[config.mk]
export PLATFORM = sky130hd
export DESIGN_NAME = fmms_queue
export DESIGN_NICKNAME = d
export VERILOG_FILES = /design/src/hdl/fmms_pkg.sv /design/src/hdl/fmms_queue.sv
export VERILOG_INCLUDE_DIRS = /design/src /design/src/hdl
export SDC_FILE = /design/constraint.sdc
export NUM_CORES = 1
export LEC_CHECK = 0
export BUFFER_PORTS_ARGS = -buffer_cell sky130_fd_sc_hd__buf_2
export CAP_MARGIN = 30
export CORE_ASPECT_RATIO = 1.1
export CORE_MARGIN = 4
export CORE_UTILIZATION = 52
export DETAILED_ROUTE_END_ITERATION = 8
export PLACE_DENSITY = 0.88
export SLEW_MARGIN = 10
export SYNTH_ARGS = -nofsm -noshare
export SYNTH_HDL_FRONTEND = slang
export SYNTH_SLANG_ARGS = --single-unit
export TNS_END_PERCENT = 100
[constraint.sdc]
create_clock -name clk -period 6.25 [get_ports clk]
set_input_delay 0.9375 -clock clk [delete_from_list [all_inputs] [get_ports clk]]
set_output_delay 0.9375 -clock clk [all_outputs]
set_load 0.01 [all_outputs]
[src/hdl/feature_min_max_scaler_defines.svh]
// Assertion macros shared by the feature scaler modules.
`ifndef FEATURE_MIN_MAX_SCALER_DEFINES_SVH
`define FEATURE_MIN_MAX_SCALER_DEFINES_SVH

// Same-cycle implication, checked on every rising edge outside reset.
`define FMMS_ASSERT_NOW(label, ante, cons, msg) \
    label: assert property (@(posedge clk) disable iff (!rst_n) (ante) |-> (cons)) \
        else $error(msg);

// Next-cycle implication, checked on every rising edge outside reset.
`define FMMS_ASSERT_NEXT(label, ante, cons, msg) \
    label: assert property (@(posedge clk) disable iff (!rst_n) (ante) |=> (cons)) \
        else $error(msg);

`endif

[src/hdl/fmms_pkg.sv]
// Package with the types and constants of the feature min-max scaler.
`default_nettype none

package fmms_pkg;

    localparam int FMMS_NUM_FEATURES = 64;
    localparam int IDX_BITS = 6;
    localparam int DATA_BITS = 32;
    localparam int OUT_BITS = 18;
    localparam int QUOT_BITS = 17;
    localparam int QUEUE_DEPTH = 2;
    localparam int IDX_CMP_BITS = 11;

    localparam logic [1:0] FUNC_LOAD = 2'd0;
    localparam logic [1:0] FUNC_OBSERVE = 2'd1;
    localparam logic [1:0] FUNC_SCALE = 2'd2;

    localparam logic signed [DATA_BITS-1:0] MIN_RESET = 32'sh7FFF_FFFF;
    localparam logic signed [DATA_BITS-1:0] MAX_RESET = 32'sh8000_0000;
    localparam logic signed [OUT_BITS-1:0] ONE_Q16 = 18'sd65536;
    localparam logic signed [OUT_BITS-1:0] MINUS_ONE_Q16 = -18'sd65536;

    typedef enum logic [1:0] {
        OP_LOAD,
        OP_OBSERVE,
        OP_SCALE
    } op_code_t;

    typedef struct packed {
        op_code_t                     op;
        logic [IDX_BITS-1:0]          idx;
        logic signed [DATA_BITS-1:0]  value;
        logic signed [DATA_BITS-1:0]  lo;
        logic signed [DATA_BITS-1:0]  hi;
    } item_t;

    typedef enum logic [2:0] {
        ST_CLEAR,
        ST_IDLE,
        ST_EVAL,
        ST_DIV,
        ST_OUT
    } back_state_t;

endpackage

`default_nettype wire

[src/hdl/fmms_queue.sv]
// Short queue of decoded items between the front end and the back end.
`default_nettype none

module fmms_queue
    import fmms_pkg::*;
(
    input  wire logic  clk,
    input  wire logic  rst_n,
    input  wire logic  push,
    input  wire item_t push_item,
    input  wire logic  pop,
    output item_t      head,
    output logic       full,
    output logic       empty
);

    localparam int PTR_W = (QUEUE_DEPTH > 1) ? $clog2(QUEUE_DEPTH) : 1;
    localparam int CNT_W = $clog2(QUEUE_DEPTH + 1);

    item_t            slot_reg [QUEUE_DEPTH];
    logic [PTR_W-1:0] wptr_reg;
    logic [PTR_W-1:0] wptr_next;
    logic [PTR_W-1:0] rptr_reg;
    logic [PTR_W-1:0] rptr_next;
    logic [CNT_W-1:0] count_reg;
    logic [CNT_W-1:0] count_next;

    assign full  = count_reg == CNT_W'(QUEUE_DEPTH);
    assign empty = count_reg == '0;
    assign head  = slot_reg[rptr_reg];

    always_comb
    begin
        wptr_next  = wptr_reg;
        rptr_next  = rptr_reg;
        count_next = count_reg;
        if (push)
        begin
            wptr_next = (wptr_reg == PTR_W'(QUEUE_DEPTH - 1)) ? '0 : wptr_reg + 1'b1;
        end
        if (pop)
        begin
            rptr_next = (rptr_reg == PTR_W'(QUEUE_DEPTH - 1)) ? '0 : rptr_reg + 1'b1;
        end
        if (push && !pop)
        begin
            count_next = count_reg + 1'b1;
        end
        else if (pop && !push)
        begin
            count_next = count_reg - 1'b1;
        end
    end

    always_ff @(posedge clk or negedge rst_n)
    begin
        if (!rst_n)
        begin
            wptr_reg  <= '0;
            rptr_reg  <= '0;
            count_reg <= '0;
        end
        else
        begin
            wptr_reg  <= wptr_next;
            rptr_reg  <= rptr_next;
            count_reg <= count_next;
        end
    end

    always_ff @(posedge clk)
    begin
        if (push)
        begin
            slot_reg[wptr_reg] <= push_item;
        end
    end

`include "feature_min_max_scaler_defines.svh"

    `FMMS_ASSERT_NOW(a_no_push_when_full, full, !push, "queue written while full")
    `FMMS_ASSERT_NOW(a_no_pop_when_empty, empty, !pop, "queue read while empty")
    `FMMS_ASSERT_NEXT(a_count_follows_push, push && !pop, !empty, "queue lost a pushed item")

endmodule

`default_nettype wire

## Word level (Yosys, flattened, before mapping)

Memory sizes are Yosys's and may differ from the RTL's.
Index checks and enable logic that the tools add are counted.

| operators by class | value |
|---|---|
| $add $sub $neg | 4 |
| eq/ne operators | 1 |
| reductions and logical operators | 6 |
| mux-type cells | 6 |

Operator list:

| cell | number |
|---|---|
| 2-to-1 mux 1 bit | 4 |
| 2-to-1 mux 2 bit | 2 |
| adder 1 bit, second input constant | 2 |
| adder 2 x 1 -> 2 bit, second input constant | 1 |
| == test 2 bit, second input constant | 1 |
| logical AND 1 bit | 2 |
| logical NOT 1 bit | 2 |
| logical NOT 2 bit | 1 |
| nonzero test 2 bit | 1 |
| subtractor 2 x 1 -> 2 bit, second input constant | 1 |

| storage, ports and cells | value |
|---|---|
| memories | 1 |
| word-level logic and storage cells | 21 |
| input bits | 108 |
| RAM bits | 208 |
| output and inout port bits | 106 |
| register bits after elaboration | 4 |

Memories:

| memory | words | bits a word | read ports | clocked after Yosys merged registers in | wr ports | line | RTL |
|---|---|---|---|---|---|---|---|
| slot_reg | 2 | 104 | 1 | 0 | 1 | fmms_queue.sv:20 | `item_t slot_reg [QUEUE_DEPTH];` |

## Logic depth before layout (Yosys ltp)

| depth | value |
|---|---|
| depth after elaboration | 4 |
| mapped depth | 5 |

## Least setup slack after synthesis

Ideal clock, no wire load.

| path | value |
|---|---|
| kind | input to register |
| start point | input port push |
| end point | memory slot_reg[0][0] (netlist name) (enable) |
| required time | 5.670 ns |
| setup time | 0.580 ns |
| arrival | 5.461 ns |
| stages | 1 |
| setup slack | 0.209 ns |
| path buffers | 0 |
| cell sequence | nor2b_1 |

| between the ends | value |
|---|---|
| word-level cells in the longest chain between the ends | 2 |

RTL lines:

| element | line | RTL |
|---|---|---|
| from (decl) | fmms_queue.sv:9 | `input wire logic push,` |
| 2-to-1 mux 1 bit | fmms_queue.sv:73 | `if (push)` |
| 2-to-1 mux 1 bit (not written as such) | fmms_queue.sv:75 | `slot_reg[wptr_reg] <= push_item;` |
| to (decl) | fmms_queue.sv:20 |  |

No other way between the ends.

==> reports/results.ini <==
[status]
status = completed

[route]
drtIter0Drc = 223
route.detailed.drc = 0
avgViaCountPerCell = 5.014
post_drt_wl_per_cell_um = 18.40
vias = 3901
dr.pass1.iters = 4
wl_um = 14310
ant_nets = 0

[yosys]
netlist_area_sq_um = 7943
ys.flop_type = edfxtp_1
yosys-top-cells-area = edfxtp_1 79%, mux2_4 9.5%, mux2_2 7.7%
seq_area_frac_synth_pct = 79.90
synth_commonest_cells = 208 x edfxtp_1, 54 x mux2_2, 50 x mux2_4
ys_types = 15
synth_top_area_share_pct = 78.64
ys_seq_elements = 212
synth_most_common_cell = edfxtp_1
synthArstFlopShare_pct = 1.887
syn_avg_cell_area_sq_um = 23.36
synth_edf_count = 208
yosysTopAreaCell = edfxtp_1
syn_nets = 449
syn_inst = 340
synth_warnings = 0

[clock_network]
postCtsHoldBufs = 0
root_buffer = clkbuf_16
cts_max_path_buffers = 3
htree_levels = 1
cts_tree = built
clk_latency_ps = 470
post_cts_buffers = 0
cts_buffers = 21
path_clk_slew_ps = 60
clock_sinks = 212
ctsResizeCount = 0

[pwr]
p_leak_uw = 0.003857
p_total_uw = 4510
p_per_area_nw_per_um2 = 458.3
vdd_ir_drop_max_mv = 0.3294

[global_routing]
antenna_found_initial = 1
grt_use_total_pct = 15.29
overflow = 0
grt_pass1_vias = 4158
grt_max_degree = 56
grt_pass1_wl_um = 20900

[timing]
hold_viol = 0
setup_viol = 0
min_period_ps = 3746
tns_ps = 0
slew_headroom_pct = 42.05
skew_ps = 6.301
clock.fmax_mhz = 267.0
slew_violations = 0
worst_slew_pin_slew_ps = 869.3
rsz0062_at_grt = no
period_share_pct = 59.93

[critical_path]
end_kind = output pin
reg2reg_setup_slack_ps = 4090
critPathArrivalTime_ps = 2810
cp_max_fo = 54
worstSetupStartpointType = register
critPathRequiredTime_ps = 5310
worstSetupPathType = register to output pin

[placed_design]
gp_congestion = 0.7725
hpwlAfterDp_um = 9754
port-buffer-count = 213

[floorplanning]
start_util_pct = 52.97
die_area_sq_um = 17320
die_x_um = 125.8
die_h_um = 137.6
core_sq_um = 15000
placementRows = 47
ioPinCount = 214

[finish]
diodes = 0
nets = 677
drive_above_1_share_pct = 60.65
syn2layout_area_growth_pct = 23.91
largest_register_ffs = 208
fin_util_pct = 65.63

[min_path]
hp-class = primary input to async pin

[job]
max_cap_violations = 0

layer usage:
metal / routed length [um] / vias to the layer above / GRT usage (%)
met5: 13 / - / 0
met4: 273 / 2 / 4.410
met3: 1178 / 25 / 4.614
met2: 7419 / 148 / 27.82
met1: 5427 / 1917 / 17.64
li1: - / 1809 / -
worst max-delay path: stages (launching register included):
cell,delay (ps)
dfrtp_4,920
buf_4,800
mux2_2,420
buf_2,140
per-stage QoR:
step                      setup slack [ps]  hold WS (ps)  instances  instance area, sq um
after floorplan                      209.2         455.5        340                  7943
after global placement                2998         473.2        741                  9146
after detailed placement              2959         483.7        741                  9146
after CTS                             2436         242.6        778                  9842
after global routing                  2347         239.6        778                  9842
final                                 2504         257.2        778                  9842
cells in the final DEF, fill, tap and decap left out, types with 2 or more instances in the layout:
master      count
nor2_1          2
clkbuf_1        7
clkbuf_16      21
mux2_4         50
clkinvlp_4      3
mux2_2         54
clkbuf_8        2
bufinv_16       3
buf_4           4
buf_2         213
edfxtp_1      208
dfrtp_1         3
xor2_1          4
kinds of logic after synthesis:
logic type / after synthesis / synth area share [%]
xor+xnor: 5 / 0.5513
simple gates: 5 / 0.3309
buf+inv: 13 / 1.953
fa+ha+maj: 1 / 0.1575
mux: 104 / 17.11
flops: 212 / 79.90
layout make-up:
type / count / area, sq um
multi-input cells: 115 / 1451
repair buffers: 217 / 1096
clock inverters: 7 / 116.4
fillers: 1013 / 5154
flip-flops and latches: 212 / 6350
clock buffers: 30 / 579.3
well taps: 196 / 245.2
inverters: 1 / 3.754
worst paths after layout:
path,startpoint,cells after the start,to
max,rptr_reg,3,head[7]
min,rst_n,1,rptr_reg
max reg2reg,wptr_reg,2,slot_reg[1][85]
min reg2reg,count_reg[1],1,count_reg[1]
max in group asynchronous,rst_n,1,rptr_reg
min in group clk,count_reg[1],1,count_reg[1]
report_power, final:
| group | switching [uW] | internal, uW | leakage [uW] |
|---|---|---|---|
| clock network | 477 | 769 | 0.000326 |
| logic | 598 | 631 | 0.00153 |
| registers | 145 | 1890 | 0.00200 |
| total | 1220 | 3290 | 0.00386 |
No activity file was read; power rests on OpenSTA's default activity.
